$ cat src/sv/zstf_pkg.sv
`timescale 1ns / 1ps

package zstf_pkg;

    localparam int MAX_VALUES_DEF   = 32;
    localparam int MAX_TRIPLETS_DEF = 64;
    localparam int VALUE_BITS_DEF   = 16;

    // sequencer states: load, insertion sort, then two search passes
    typedef enum logic [3:0] {
        S_IDLE,
        S_SORT_KEY,
        S_SORT_LOAD,
        S_SORT_RD,
        S_SORT_CMP,
        S_I_RD,
        S_I_CHK,
        S_J_RD,
        S_J_CHK,
        S_K_RD,
        S_K_CHK,
        S_HIT,
        S_EMPTY
    } t_state;

endpackage

$ cat src/sv/zero_sum_triplet_finder.sv
`timescale 1ns / 1ps
// operation: one value loaded per cycle while idle; after the tlast transaction an insertion sort
// (worst case n*n element moves), then a counting search pass and, if it found any triplet,
// an emitting pass (worst case order n*n*n reads each), all on one memory port
// throughput: one set at a time, s_axis_tready is high only while loading
// reset: i_rst_n synchronous active low clears the sequencer, counts, flags and the
// output valid; value store contents are left undefined
module zero_sum_triplet_finder
    import zstf_pkg::*;
#(
    parameter int MAX_VALUES   = MAX_VALUES_DEF,
    parameter int MAX_TRIPLETS = MAX_TRIPLETS_DEF,
    parameter int VALUE_BITS   = VALUE_BITS_DEF,
    localparam int IN_W  = ((VALUE_BITS + 7) / 8) * 8,
    localparam int OUT_W = ((3 * VALUE_BITS + 7) / 8) * 8
) (
    input  logic             i_clk,
    input  logic             i_rst_n,
    input  logic             s_axis_tvalid,
    output logic             s_axis_tready,
    input  logic [IN_W-1:0]  s_axis_tdata,   // sample
    input  logic             s_axis_tlast,   // end_of_set
    output logic             m_axis_tvalid,
    input  logic             m_axis_tready,
    output logic [OUT_W-1:0] m_axis_tdata,   // first, second, third
    output logic [2:0]       m_axis_tuser,   // found, dropped, overflow
    output logic             m_axis_tlast    // final_res
);

    localparam int AW = (MAX_VALUES > 1) ? $clog2(MAX_VALUES) : 1;
    localparam int CW = $clog2(MAX_VALUES + 1);
    localparam int TW = $clog2(MAX_TRIPLETS + 1);
    localparam int NW = VALUE_BITS + 2;

    // value store, one write and one registered read per cycle
    logic signed [VALUE_BITS-1:0] r_mem [MAX_VALUES];
    logic signed [VALUE_BITS-1:0] r_rdata;
    logic                         mem_we;
    logic [AW-1:0]                mem_wa, mem_ra;
    logic signed [VALUE_BITS-1:0] mem_wd;

    t_state r_state, n_state;

    // control registers
    logic [CW-1:0] r_cnt, n_cnt;
    logic          r_drop, n_drop;
    logic          r_pass, n_pass;
    logic          r_ovf, n_ovf;
    logic [TW-1:0] r_tcount, n_tcount;
    logic [TW-1:0] r_emit, n_emit;
    logic          r_m_valid;

    // datapath registers
    logic [CW-1:0]                r_i, n_i, r_j, n_j, r_k, n_k;
    logic signed [VALUE_BITS-1:0] r_key, n_key, r_ai, n_ai, r_aj, n_aj;
    logic signed [NW-1:0]         r_need, n_need;

    logic signed [VALUE_BITS-1:0] r_o_first, r_o_second, r_o_third;
    logic                         r_o_found, r_o_ovf, r_o_drop, r_o_final;

    logic                         in_acc, out_free, out_load, load_found, load_final;
    logic signed [VALUE_BITS-1:0] in_sample;
    logic [CW:0]                  i_p2, j_p1;
    logic signed [NW-1:0]         sum_ij, need_ij, rdata_x;
    logic                         i_end, last_hit;

    assign in_sample = s_axis_tdata[VALUE_BITS-1:0];
    assign in_acc    = s_axis_tvalid && s_axis_tready;
    assign out_free  = !r_m_valid || m_axis_tready;

    assign i_p2    = {1'b0, r_i} + (CW+1)'(2);
    assign j_p1    = {1'b0, r_j} + (CW+1)'(1);
    // search pass ends when i runs out, or after an overflow on the counting pass
    assign i_end   = (i_p2 >= {1'b0, r_cnt}) || (!r_pass && r_ovf);
    assign sum_ij  = NW'(r_ai) + NW'(r_rdata);
    assign need_ij = -sum_ij;
    assign rdata_x = NW'(r_rdata);
    assign last_hit = (r_emit == r_tcount - TW'(1));

    // next state
    always_comb begin
        n_state = r_state;
        unique case (r_state)
            S_IDLE: begin
                if (in_acc && s_axis_tlast) n_state = S_SORT_KEY;
            end
            S_SORT_KEY: begin
                n_state = (r_i >= r_cnt) ? S_I_RD : S_SORT_LOAD;
            end
            S_SORT_LOAD: n_state = S_SORT_RD;
            S_SORT_RD: begin
                n_state = (r_j == '0) ? S_SORT_KEY : S_SORT_CMP;
            end
            S_SORT_CMP: begin
                n_state = (r_rdata > r_key) ? S_SORT_RD : S_SORT_KEY;
            end
            S_I_RD: begin
                if (!i_end)                  n_state = S_I_CHK;
                else if (r_pass)             n_state = S_IDLE;
                else if (r_tcount == '0)     n_state = S_EMPTY;
                else                         n_state = S_I_RD;
            end
            S_I_CHK: begin
                if (r_i != '0 && r_rdata == r_ai) n_state = S_I_RD;
                else                              n_state = S_J_RD;
            end
            S_J_RD: begin
                n_state = (j_p1 >= {1'b0, r_cnt}) ? S_I_RD : S_J_CHK;
            end
            S_J_CHK: begin
                if (r_j > r_i + CW'(1) && r_rdata == r_aj) n_state = S_J_RD;
                else if (need_ij < rdata_x)                n_state = S_I_RD;
                else                                       n_state = S_K_RD;
            end
            S_K_RD: begin
                n_state = (r_k >= r_cnt) ? S_J_RD : S_K_CHK;
            end
            S_K_CHK: begin
                if (rdata_x == r_need)     n_state = S_HIT;
                else if (rdata_x > r_need) n_state = S_J_RD;
                else                       n_state = S_K_RD;
            end
            S_HIT: begin
                if (!r_pass) begin
                    n_state = (r_tcount == TW'(MAX_TRIPLETS)) ? S_I_RD : S_J_RD;
                end else if (out_free) begin
                    n_state = last_hit ? S_IDLE : S_J_RD;
                end
            end
            S_EMPTY: begin
                if (out_free) n_state = S_IDLE;
            end
            default: n_state = S_IDLE;
        endcase
    end

    // datapath and memory control
    always_comb begin
        n_cnt    = r_cnt;
        n_drop   = r_drop;
        n_pass   = r_pass;
        n_ovf    = r_ovf;
        n_tcount = r_tcount;
        n_emit   = r_emit;
        n_i      = r_i;
        n_j      = r_j;
        n_k      = r_k;
        n_key    = r_key;
        n_ai     = r_ai;
        n_aj     = r_aj;
        n_need   = r_need;
        mem_we   = 1'b0;
        mem_wa   = r_cnt[AW-1:0];
        mem_wd   = in_sample;
        mem_ra   = r_i[AW-1:0];
        out_load   = 1'b0;
        load_found = 1'b0;
        load_final = 1'b0;
        unique case (r_state)
            S_IDLE: begin
                if (in_acc) begin
                    if (r_cnt < CW'(MAX_VALUES)) begin
                        mem_we = 1'b1;
                        n_cnt  = r_cnt + CW'(1);
                    end else begin
                        n_drop = 1'b1;
                    end
                    if (s_axis_tlast) begin
                        n_i      = CW'(1);
                        n_pass   = 1'b0;
                        n_ovf    = 1'b0;
                        n_tcount = '0;
                        n_emit   = '0;
                    end
                end
            end
            S_SORT_KEY: begin
                mem_ra = r_i[AW-1:0];
                if (r_i >= r_cnt) n_i = '0;
            end
            S_SORT_LOAD: begin
                n_key = r_rdata;
                n_j   = r_i;
            end
            S_SORT_RD: begin
                mem_ra = AW'(r_j - CW'(1));
                if (r_j == '0) begin
                    mem_we = 1'b1;
                    mem_wa = '0;
                    mem_wd = r_key;
                    n_i    = r_i + CW'(1);
                end
            end
            S_SORT_CMP: begin
                mem_we = 1'b1;
                mem_wa = r_j[AW-1:0];
                if (r_rdata > r_key) begin
                    mem_wd = r_rdata;
                    n_j    = r_j - CW'(1);
                end else begin
                    mem_wd = r_key;
                    n_i    = r_i + CW'(1);
                end
            end
            S_I_RD: begin
                mem_ra = r_i[AW-1:0];
                if (i_end) begin
                    if (r_pass) begin
                        n_cnt  = '0;
                        n_drop = 1'b0;
                    end else if (r_tcount != '0) begin
                        n_pass = 1'b1;
                        n_i    = '0;
                    end
                end
            end
            S_I_CHK: begin
                n_ai = r_rdata;
                if (r_i != '0 && r_rdata == r_ai) begin
                    n_i = r_i + CW'(1);
                end else begin
                    n_j = r_i + CW'(1);
                end
            end
            S_J_RD: begin
                mem_ra = r_j[AW-1:0];
                if (j_p1 >= {1'b0, r_cnt}) n_i = r_i + CW'(1);
            end
            S_J_CHK: begin
                n_aj = r_rdata;
                if (r_j > r_i + CW'(1) && r_rdata == r_aj) begin
                    n_j = r_j + CW'(1);
                end else if (need_ij < rdata_x) begin
                    n_i = r_i + CW'(1);
                end else begin
                    n_need = need_ij;
                    n_k    = r_j + CW'(1);
                end
            end
            S_K_RD: begin
                mem_ra = r_k[AW-1:0];
                if (r_k >= r_cnt) n_j = r_j + CW'(1);
            end
            S_K_CHK: begin
                if (rdata_x > r_need)       n_j = r_j + CW'(1);
                else if (rdata_x != r_need) n_k = r_k + CW'(1);
            end
            S_HIT: begin
                if (!r_pass) begin
                    if (r_tcount == TW'(MAX_TRIPLETS)) begin
                        n_ovf = 1'b1;
                    end else begin
                        n_tcount = r_tcount + TW'(1);
                        n_j      = r_j + CW'(1);
                    end
                end else if (out_free) begin
                    out_load   = 1'b1;
                    load_found = 1'b1;
                    load_final = last_hit;
                    n_emit     = r_emit + TW'(1);
                    n_j        = r_j + CW'(1);
                    if (last_hit) begin
                        n_cnt  = '0;
                        n_drop = 1'b0;
                    end
                end
            end
            S_EMPTY: begin
                if (out_free) begin
                    out_load   = 1'b1;
                    load_final = 1'b1;
                    n_cnt      = '0;
                    n_drop     = 1'b0;
                end
            end
            default: ;
        endcase
    end

    always_ff @(posedge i_clk) begin
        if (mem_we) r_mem[mem_wa] <= mem_wd;
        r_rdata <= r_mem[mem_ra];
    end

    always_ff @(posedge i_clk) begin
        if (!i_rst_n) begin
            r_state   <= S_IDLE;
            r_cnt     <= '0;
            r_drop    <= 1'b0;
            r_pass    <= 1'b0;
            r_ovf     <= 1'b0;
            r_tcount  <= '0;
            r_emit    <= '0;
            r_m_valid <= 1'b0;
        end else begin
            r_state  <= n_state;
            r_cnt    <= n_cnt;
            r_drop   <= n_drop;
            r_pass   <= n_pass;
            r_ovf    <= n_ovf;
            r_tcount <= n_tcount;
            r_emit   <= n_emit;
            if (out_load)           r_m_valid <= 1'b1;
            else if (m_axis_tready) r_m_valid <= 1'b0;
        end
    end

    always_ff @(posedge i_clk) begin
        r_i    <= n_i;
        r_j    <= n_j;
        r_k    <= n_k;
        r_key  <= n_key;
        r_ai   <= n_ai;
        r_aj   <= n_aj;
        r_need <= n_need;
        // output register, empty answer carries zeros and no overflow
        if (out_load) begin
            r_o_first  <= load_found ? r_ai : '0;
            r_o_second <= load_found ? r_aj : '0;
            r_o_third  <= load_found ? r_need[VALUE_BITS-1:0] : '0;
            r_o_found  <= load_found;
            r_o_ovf    <= load_found && r_ovf;
            r_o_drop   <= r_drop;
            r_o_final  <= load_final;
        end
    end

    assign s_axis_tready = (r_state == S_IDLE);
    assign m_axis_tvalid = r_m_valid;
    assign m_axis_tdata  = OUT_W'({r_o_third, r_o_second, r_o_first});
    assign m_axis_tuser  = {r_o_ovf, r_o_drop, r_o_found};
    assign m_axis_tlast  = r_o_final;

endmodule

$ cat config.mk
export PLATFORM = sky130hd
export DESIGN_NAME = zero_sum_triplet_finder
export DESIGN_NICKNAME = d
export VERILOG_FILES = /design/src/sv/zstf_pkg.sv /design/src/sv/zero_sum_triplet_finder.sv
export SDC_FILE = /design/constraint.sdc
export NUM_CORES = 1
export LEC_CHECK = 0
export BUFFER_PORTS_ARGS = -buffer_cell sky130_fd_sc_hd__buf_2
export CELL_PAD_IN_SITES_DETAIL_PLACEMENT = 0
export CELL_PAD_IN_SITES_GLOBAL_PLACEMENT = 1
export CORE_ASPECT_RATIO = 1.75
export CORE_MARGIN = 10
export CORE_UTILIZATION = 45
export DETAILED_ROUTE_END_ITERATION = 8
export PLACE_DENSITY_LB_ADDON = 0.25
export SYNTH_ARGS = -nofsm -noshare
export SYNTH_HDL_FRONTEND = slang
export SYNTH_SLANG_ARGS = --single-unit
$ cat constraint.sdc
create_clock -name i_clk -period 5 [get_ports i_clk]
set_input_delay 1 -clock i_clk [delete_from_list [all_inputs] [get_ports i_clk]]
set_output_delay 1 -clock i_clk [all_outputs]
set_load 0.005 [all_outputs]
# After elaboration in Yosys (flattened, before gate mapping)
# Memories as Yosys holds them, arrays and structs flattened. A register that Yosys moved wholly into a read port is not among the register bits.
# Cells that the tools add are included.
# totals
inputBits	21
output_inout_bits	54
wordCells	233
mem_bits_rw	512
reg_bits	164
memories	1
# op_classes
addsub	12
n_lt_le_gt_ge	9
muxes	103
eq_ne	51
reduce_logical	33
bitwise_logic	2
# memory_table
memory	depth	width	read_ports	rd_clocked_by_memory_dff	wr	line_no	text
r_mem	32	16	1	1	1	zero_sum_triplet_finder.sv:36	logic signed [VALUE_BITS-1:0] r_mem [MAX_VALUES];
# ops
cell	n
$mux W6	32
$ne A2 B2 Y1 const B	27
$mux W4	13
$pmux W4 S13	1
$pmux W6 S8	1
$mux W7	6
$pmux W6 S7	1
$eq A16 B16 Y1	2
$mux W16	2
$pmux W16 S2	1
$pmux W7 S2	2
$mux W1	27
$add A6 B1 Y6 const B	4
$pmux W6 S4	1
$eq A4 B4 Y1 const B	5
$reduce_and A5 Y1	4
$eq A16 B18 Y1	1
$gt A16 B18 Y1	1
$lt A18 B16 Y1	1
$ne A16 B18 Y1	1
$neg A17 Y18	1
$reduce_and A9 Y1	2
$add A16 B16 Y17	1
$eq A4 B3 Y1 const B	4
41 further kinds	69

# Depth between registers and ports, before layout
# Gate-level depths: netlist of the first run.
# depth
ltp_word	6
mapped_depth	19

# Least setup slack after synthesis of the first run
# Ideal clock, no wire load.
# synth_timing
kind	reg-to-reg
from	register r_rdata[1], read port of r_mem
to	register r_need[0] (enable)
slack_ps	263
n_path_buf	0
stages_incl_launch_ff	18
t_required_ps	4599
arrival_ps	4336
cell_sequence	dfxtp_1 > ha_1 > inv_1 > ha_1 > fa_1 > a21o_1 > a21oi_1 > o21ai_0 > a311o_1 > a31oi_1 > o21bai_1 > xor2_1 > ha_1 > and4_1 > nand2_1 > a211oi_1 > o41ai_1 > a21oi_1
# synth_via
elab_chain_cells	5
# synth_rtl
item	line_no	text
start: declaration	zero_sum_triplet_finder.sv:37	logic signed [VALUE_BITS-1:0] r_rdata;
$add A16 B16 Y17	zero_sum_triplet_finder.sv:75	assign sum_ij = NW'(r_ai) + NW'(r_rdata);
$neg A17 Y18	zero_sum_triplet_finder.sv:76	assign need_ij = -sum_ij;
named net need_ij[11]	zero_sum_triplet_finder.sv:64	logic signed [NW-1:0] sum_ij, need_ij, rdata_x;
$lt A18 B16 Y1	zero_sum_triplet_finder.sv:233	end else if (need_ij < rdata_x) begin
$not A1 Y1 (no line)	n/a	
$reduce_and A3 Y1 (no line)	n/a	
end signal: assignment	zero_sum_triplet_finder.sv:315	r_need <= n_need;
end: declaration	zero_sum_triplet_finder.sv:56	logic signed [NW-1:0] r_need, n_need;
# The timed path passes the listed nets, and every way through them passes these cells.
# A chain may end at the register's enable or synchronous reset.

# Worst setup path after layout of the first run
# layout_timing
from	register r_ai[1]
to	register r_i[2] (enable)
# layout_via
elab_chain_cells	5
# layout_rtl
item	line_no	text
start: declaration	zero_sum_triplet_finder.sv:55	logic signed [VALUE_BITS-1:0] r_key, n_key, r_ai, n_ai, r_aj, n_aj;
start signal: assignment	zero_sum_triplet_finder.sv:313	r_ai <= n_ai;
$add A16 B16 Y17	zero_sum_triplet_finder.sv:75	
$neg A17 Y18	zero_sum_triplet_finder.sv:76	
named net need_ij[11]	zero_sum_triplet_finder.sv:64	
$lt A18 B16 Y1	zero_sum_triplet_finder.sv:233	
$ne A2 B2 Y1 (no line)	n/a	
$reduce_and A13 Y1 (no line)	n/a	
end signal: assignment	zero_sum_triplet_finder.sv:309	r_i <= n_i;
end: declaration	zero_sum_triplet_finder.sv:54	logic [CW-1:0] r_i, n_i, r_j, n_j, r_k, n_k;
# The timed path passes the listed nets, and every way through them passes these cells.

==> results of run 1 <==
==> power groups by stage <==
stage	Sequential (W)	Clock, W	Combinational [W]
after global placement	0.00697	0	0.00483
after global routing	0.00687	0.00532	0.00535
final	0.00685	0.00500	0.00492
after floorplan	0.00698	0	0.00308
after CTS	0.00685	0.00509	0.00491
after detailed placement	0.00698	0	0.00488
==> cell families (layout without fill, tap and decap cells) <==
family / count (synthesis) / count (layout) / synth area share
compound gates: 320 / 320 / 0.07094
buf+inv: 204 / 416 / 0.02840
xor+xnor: 68 / 68 / 0.01907
flops: 692 / 692 / 0.6512
simple gates: 428 / 428 / 0.06702
fa+ha+maj: 124 / 124 / 0.04991
mux: 351 / 351 / 0.1135
==> stage by stage <==
stage / power, W / setup slack (ps) / std cells
3_5_place_dp: 0.01186 / -16.35 / 3188
5_1_grt: 0.01754 / 5.089 / 3302
3_3_place_gp: 0.01180 / 16.98 / 3188
4_1_cts: 0.01686 / 84.84 / 3301
6_report: 0.01678 / 261.1 / 3302
2_1_floorplan: 0.01006 / 263.4 / 2187
==> state kept, by name, summed over array words and instances (netlist names), 16 cells and up <==
signal and count:
r_mem 512, r_need 18, r_ai 16, r_aj 16, r_key 16, r_o_first 16
r_o_second 16, r_o_third 16, r_rdata 16
==> critical path, stage by stage (launching register included) <==
cell and delay (ps):
edfxtp_1 390, ha_1 310, inv_1 50, ha_1 230, fa_1 390, a21o_1 200
a21oi_2 170, o21ai_0 100, a311o_1 430, a31oi_1 200, o21bai_1 90, xor2_1 220
ha_1 280, and4_1 210, a221oi_2 260, a2bb2oi_1 180, buf_4 160, a21boi_0 100
o21bai_1 150, and4_2 320
==> area by class of cell <==
class                   count  area [sq um]
fillers                  5836         33060
inverters                 101         379.1
flip-flops and latches    692         20340
repair buffers            202          1406
clock buffers              70          1579
multi-input cells        1291         10190
clock inverters            43         560.5
well taps                 903          1130
==> what timing repair did <==
| item | CTS | global route |
|---|---|---|
| gates resized for setup | 2 | 7 |
| pin swaps | 0 | 3 |
| setup buffers | 0 | 1 |
| hold endpoints to repair | 0 | 0 |
| setup endpoints to repair | 6 | 12 |
==> layout by cell type, fill, tap and decap left out, types with 7 or more instances in the layout <==
master / count
xor2_1: 29
buf_4: 122
ha_1: 123
a211oi_1: 10
o211ai_1: 11
a21oi_1: 50
o22ai_1: 81
nor3_1: 33
xnor2_1: 39
buf_2: 74
nand4_1: 19
inv_1: 100
or3_1: 11
dfxtp_1: 44
clkinv_1: 13
clkbuf_16: 60
a31oi_1: 13
bufinv_16: 11
nand2_1: 101
o221ai_2: 15
nor2_1: 119
nand3_1: 31
clkinv_2: 9
nand2b_1: 20
and2_1: 21
mux2i_1: 344
nor4_1: 24
o31ai_1: 7
nor2b_1: 13
edfxtp_1: 648
o21ai_0: 40
==> worst max-delay path by stage <==
stage	cells after the start	end	startpoint	slack (ps)
detailed placement	20	r_k[3]	r_ai[1]	-20
CTS	20	r_k[5]	r_ai[1]	80
global route	20	r_k[0]	r_ai[1]	5
global placement	20	r_k[5]	r_ai[1]	20
finish	19	r_i[2]	r_ai[1]	260
floorplan	17	r_need[0]	r_rdata[1]	260
==> synth_stat cells, types with 4 or more instances <==
cell / n
o221ai_1: 20
a211o_1: 5
clkbuf_1: 52
o31ai_1: 7
a21oi_1: 52
and2_1: 21
nand2_1: 102
nor4_1: 24
xnor2_1: 39
dfxtp_1: 44
buf_4: 23
a31oi_1: 14
edfxtp_1: 648
inv_1: 100
a21boi_0: 6
buf_1: 7
ha_1: 123
a211oi_1: 11
o21ai_0: 41
o211ai_1: 11
a221oi_1: 7
mux2_2: 5
nor2_1: 120
nand2b_1: 20
or3_1: 11
mux2i_1: 344
o21bai_1: 6
nand4_1: 19
and4_1: 4
nor2b_1: 13
nand3_1: 31
o22ai_1: 81
xor2_1: 29
and3_1: 5
o21a_1: 6
nor3_1: 37
a21o_1: 6
buf_2: 19
==> layer usage <==
layer / share of wire / global-route usage / wire (um) / vias up
met5: 0 / 0 / 0 / -
met4: 0.053 / 0.1040 / 4407 / 0
met1: 0.37 / 0.2170 / 30990 / 9415
met2: 0.54 / 0.3883 / 45630 / 393
li1: - / - / - / 8699
met3: 0.033 / 0.02367 / 2733 / 147
==> summary.md, run 1 <==
| Metric | Value |
|---|---|
| Dpl hpwl | `59510 um` |
| Number of diodes | `0` |
| Sequential share of power | `0.408` |
| Endpoints failing hold | `0` |
| WL/cell | `between 20 and 30 um` |
| Worst Path Required | `approximately 5400 ps` |
| Power Density | `between 400 and 500 nW/um^2` |
| Number of global-route vias before repair | `19162` |
| Most common flop cell mapped by yosys | `edfxtp_1` |
| Final GP Congestion | `around 0.90` |
| Max rail drop VDD | `0.3122 mV` |
| Worst r2r src | `r_ai[1]` |
| Fin. max-slew vios | `0` |
| CORE AREA | `about 69000 sq um` |
| CTS Root Cell | `clkbuf_16` |
| Largest cells by area after synthesis | `edfxtp_1 (62%), mux2i_1 (11%), ha_1 (4.9%)` |
| Rel. slew slack | `0.2347` |
| Vias post-DR | `about 19000` |
| Highest Clock Rate | `between 200 and 250 MHz` |
| Net Count, Synth | `2332` |
| Worst Skew | `22.14 ps` |
| Worst reg2reg path depth | `19` |
| Final Core Density | `0.5184` |
| Switching share of power | `0.3167` |
| Lkg Pwr | `~13 nW` |
| Cell Area, Synth | `31230 sq um` |
| Top-area cell type share of the netlist area | `0.6230` |
| Fraction of registers with async set or reset after synthesis | `0` |
| Synthesis Warnings | `0` |
| Site row count | `between 100 and 150` |
| Initial core utilization | `0.4550` |
| Minimum clock period | `between 4000 and 5000 ps` |
| Outcome | `finished, final reports clean` |
| Crit path max fanout | `6` |
| Area grow syn2layout | `13.93%` |
| Sw Pwr | `~0.0053 W` |
| Hold Path Cell Cnt | `2` |
| Post-detailed-route DRC marker count | `0` |
| HP Class | `reg2reg` |
| Die height | `368.5 um` |
| Port Buf Inserts | `74` |
| Register area share after synthesis | `0.6512` |
| Die area | `about 80000 sq um` |
| Mapped Cells | `~2200` |
| CP Capture Type | `flip-flop` |
| Ports | `75` |
| Hold Path Sink | `r_emit[6]` |
| CTS tree | `done` |
| Setup_tns | `0 ps` |
| Avg Inst Size Synth | `14.28 sq um` |
| DR vias/cell | `between 5 and 6` |
| DRT Wirelength | `83770 um` |
| Grt ovf | `0` |
| Post-synth EDFFs | `648` |
| Startpoint types | `flip-flop` |
| Placed cell area | `around 33000 sq um` |
| Crit Path Class | `reg2reg` |
| Hold path start | `r_emit[6]` |
| Bufs on Longest Clock Path | `3` |
| Logic pwr share | `0.293` |
| 1st-iter DRT viols | `between 1000 and 1500` |
| MaxCap Viol Count | `0` |
| CTS clk-pin slew, worst paths | `70 ps` |
| RSZ-0062 raised after global routing | `no` |
| Nets | `~2500` |
| DR pass1 iterations | `6` |
| First-pass GRT wire length | `122800 um` |
| R2r setup slk | `approximately 260 ps` |
| Distinct cell type count after synthesis | `a little over 80` |
| Skew-Pair Late Insertion Delay | `about 660 ps` |
| Yosys top cell by area | `edfxtp_1` |
| Final setup fails | `0` |
| CTS Sinks | `about 690` |
| Worst EP arrival | `5100 ps` |
| Yosys reg bits | `between 600 and 700` |
| CTS buffer count | `60` |
| Min Hold Slack | `506.1 ps` |
| Hold-fix buffers, CTS | `0` |
| Worst slew pin tran | `around 1100 ps` |
| Die span in x | `roughly 220 um` |
| Fin crit share | `0.9478` |
| Antenna Nets Post-Route | `0` |
| GRT Resource Usage Total | `0.2050` |
| Final Cell Area | `35590 sq um` |
| H-tree lvl count | `2` |
| Int Pwr | `between 0.01 and 0.015 W` |
| Initial antenna violation count | `0` |
| Pin count of the biggest net entering global routing | `72` |
| Share of cells above drive strength 1 | `0.1467` |
| Clk pwr share | `0.298` |
| Worst reg2reg path endpoint | `r_i[2]` |
No activity file was read; power rests on OpenSTA's default activity.
==> inputs of run 2 (changes only) <==
==> constraint.sdc (replaced) <==
create_clock -name i_clk -period 5 [get_ports i_clk]
set_input_delay 0.25 -clock i_clk [delete_from_list [all_inputs] [get_ports i_clk]]
set_output_delay 0.25 -clock i_clk [all_outputs]
set_load 0.005 [all_outputs]
==> run 2 against run 1 <==
Effect of this change:
- clock power grew 1%
- utilization increased by 0.14 points
- clock skew up 7.7 ps
- global-route usage down 0.13 points
- hold slack worse by 380 ps
- total power increased by 0.38%
- fmax grew 0.42%
- highest routed layer unchanged
- clock-buffer cell count rose by 6
- setup slack improved by 20 ps
- non-clock buffer count is 8 higher
- critical path type unchanged
- first-iteration DRC count increased by 17%
==> summary.md, run 2 (synthesis results as in run 1) <==
| Metric | Value |
|---|---|
| CTS clk-pin slew, worst paths | `70 ps` |
| Share of cells above drive strength 1 | `0.1503` |
| Setup_tns | `0 ps` |
| Die span in x | `219.2 um` |
| Top Registers | `r_mem: 512 flops, r_need: 18 flops` |
| CTS Root Cell | `clkbuf_16` |
| CORE AREA | `slightly below 70000 sq um` |
| Initial core utilization | `0.4550` |
| Area grow syn2layout | `14.24%` |
| Max rail drop VDD | `~0.33 mV` |
| DRT Wirelength | `between 80000 and 90000 um` |
| Antenna Nets Post-Route | `0` |
| Commonest non-fill, non-tap cell in the layout | `edfxtp_1` |
| Port Buf Inserts | `74` |
| Fin crit share | `0.9438` |
| Grt ovf | `0` |
| Rel. slew slack | `0.2980` |
| Minimum clock period | `4719 ps` |
| MaxCap Viol Count | `0` |
| Fin. max-slew vios | `0` |
| Worst Skew | `29.80 ps` |
| Skew-Pair Late Insertion Delay | `~670 ps` |
| Power Density | `472.0 nW/um^2` |
| Post-detailed-route DRC marker count | `0` |
| Final setup fails | `0` |
| DR vias/cell | `about 5.7` |
| Commonest non-fill, non-tap cells in the layout | `edfxtp_1 (648), mux2i_1 (344), buf_4 (126)` |
| Ports | `between 70 and 80` |
| CTS buffer count | `61` |
| Worst EP arrival | `roughly 5100 ps` |
| Startpoint types | `flip-flop` |
| RSZ-0062 raised after global routing | `no` |
| CTS Sinks | `692` |
| Endpoints failing hold | `0` |
| Reg with most FFs | `r_mem` |
| Pin count of the biggest net entering global routing | `between 70 and 80` |
| Highest Clock Rate | `between 200 and 250 MHz` |
| Max reg flops | `a little over 500` |
| Die area | `around 81000 sq um` |
| Worst Path Required | `between 5000 and 6000 ps` |
| Worst slew pin tran | `roughly 1000 ps` |
| GRT Resource Usage Total | `0.2037` |
| Crit Path Class | `reg2reg` |
| Outcome | `finished, final reports clean` |
| Initial antenna violation count | `0` |
| 1st-iter DRT viols | `roughly 1300` |
| First-pass GRT wire length | `between 100000 and 150000 um` |
| Vias post-DR | `between 15000 and 20000` |
| Number of global-route vias before repair | `about 19000` |
| Nets | `approximately 2500` |
| Dpl hpwl | `between 50000 and 60000 um` |
| Final GP Congestion | `between 0.8 and 0.9` |
| HP Class | `in2reg` |
| CP Capture Type | `flip-flop` |
| Final Core Density | `0.5198` |
| Crit path max fanout | `6` |
| H-tree lvl count | `2` |
| Die height | `368.5 um` |
| WL/cell | `approximately 25 um` |
| Lkg Pwr | `roughly 13 nW` |
| CTS tree | `done` |
| Site row count | `roughly 130` |
| DR pass1 iterations | `5` |
| Bufs on Longest Clock Path | `3` |
-- run 2: changes by cell type in the layout (fill, tap and decap cells not counted), moves of 2 or more --
| cell | previous run | this run |
|---|---|---|
| clkinv_1 | 13 | 6 |
| clkbuf_1 | 6 | 9 |
| clkbuf_8 | 4 | 6 |
| buf_4 | 122 | 126 |
| clkinv_2 | 9 | 11 |
| dlygate4sd3_1 | 0 | 3 |
-- run 2: final timing paths --
path | from | endpoint | slack [ps] | depth (start not counted)
max | r_ai[1] | r_k[0] | 280 | 21
min | s_axis_tvalid | r_state[1] | 120 | 5
max reg2reg | r_ai[1] | r_k[0] | 280 | 21
min reg2reg | r_emit[6] | r_emit[6] | 510 | 2
-- run 2: area by class of cell --
cell class                 count  area (sq um)
sequential                   692         20340
multi-input combinational   1291         10190
antenna                        1         2.502
timing repair buffer         210          1486
fill                        5771         32960
inverter                     101         379.1
clock buffer                  76          1643
tap                          903          1130
clock inverter                38         511.7
-- run 2: what timing repair did --
action	4_1_cts	5_1_grt
hold buffers	3	0
pin swaps	0	4
buffers inserted	0	2
setup endpoints to repair	12	12
hold endpoints to repair	7	0
resized for setup	1	9
-- run 2: where the power goes --
| group | total (W) | internal, W | switching (W) | leakage, nW |
|---|---|---|---|---|
| Sequential | 0.00685 | 0.00671 | 0.000141 | 6.33 |
| Clock | 0.00506 | 0.00287 | 0.00219 | 1.04 |
| Combinational | 0.00493 | 0.00191 | 0.00302 | 5.83 |
-- run 2: metrics by stage --
step	area [sq um]	worst slack [ps]	power (W)	cells	hold WS, ps
6_report	35680	281.0	0.01684	3312	121.5
5_1_grt	35680	9.139	0.01759	3311	117.4
4_1_cts	35630	57.26	0.01692	3309	76.47
3_5_place_dp	33450	5.082	0.01186	3192	502.9
3_3_place_gp	33450	10.72	0.01180	3192	481.1
2_1_floorplan	31240	263.4	0.01006	2187	371.7
-- run 2: metal layers --
layer | vias to the layer above | track usage | part of all wire
met5 | - | 0 | 0
met4 | 0 | 0.1103 | 0.058
met3 | 178 | 0.02531 | 0.039
met2 | 503 | 0.3844 | 0.54
met1 | 9382 | 0.2130 | 0.36
li1 | 8709 | - | -
-- run 2: critical path, stage by stage, from the launching register on --
cell       delay [ps]
edfxtp_1          380
ha_1              310
inv_1              50
ha_1              220
fa_1              380
a21o_1            210
a21oi_2           160
o21ai_0           100
a311o_1           430
a31oi_2           230
o211ai_1          140
o21ai_1           230
ha_1              280
nand2b_1          160
nand4_1           130
buf_4             120
a2bb2oi_1         150
buf_4             160
nand2_1            60
a21boi_1          150
buf_4             140
and3b_2           260
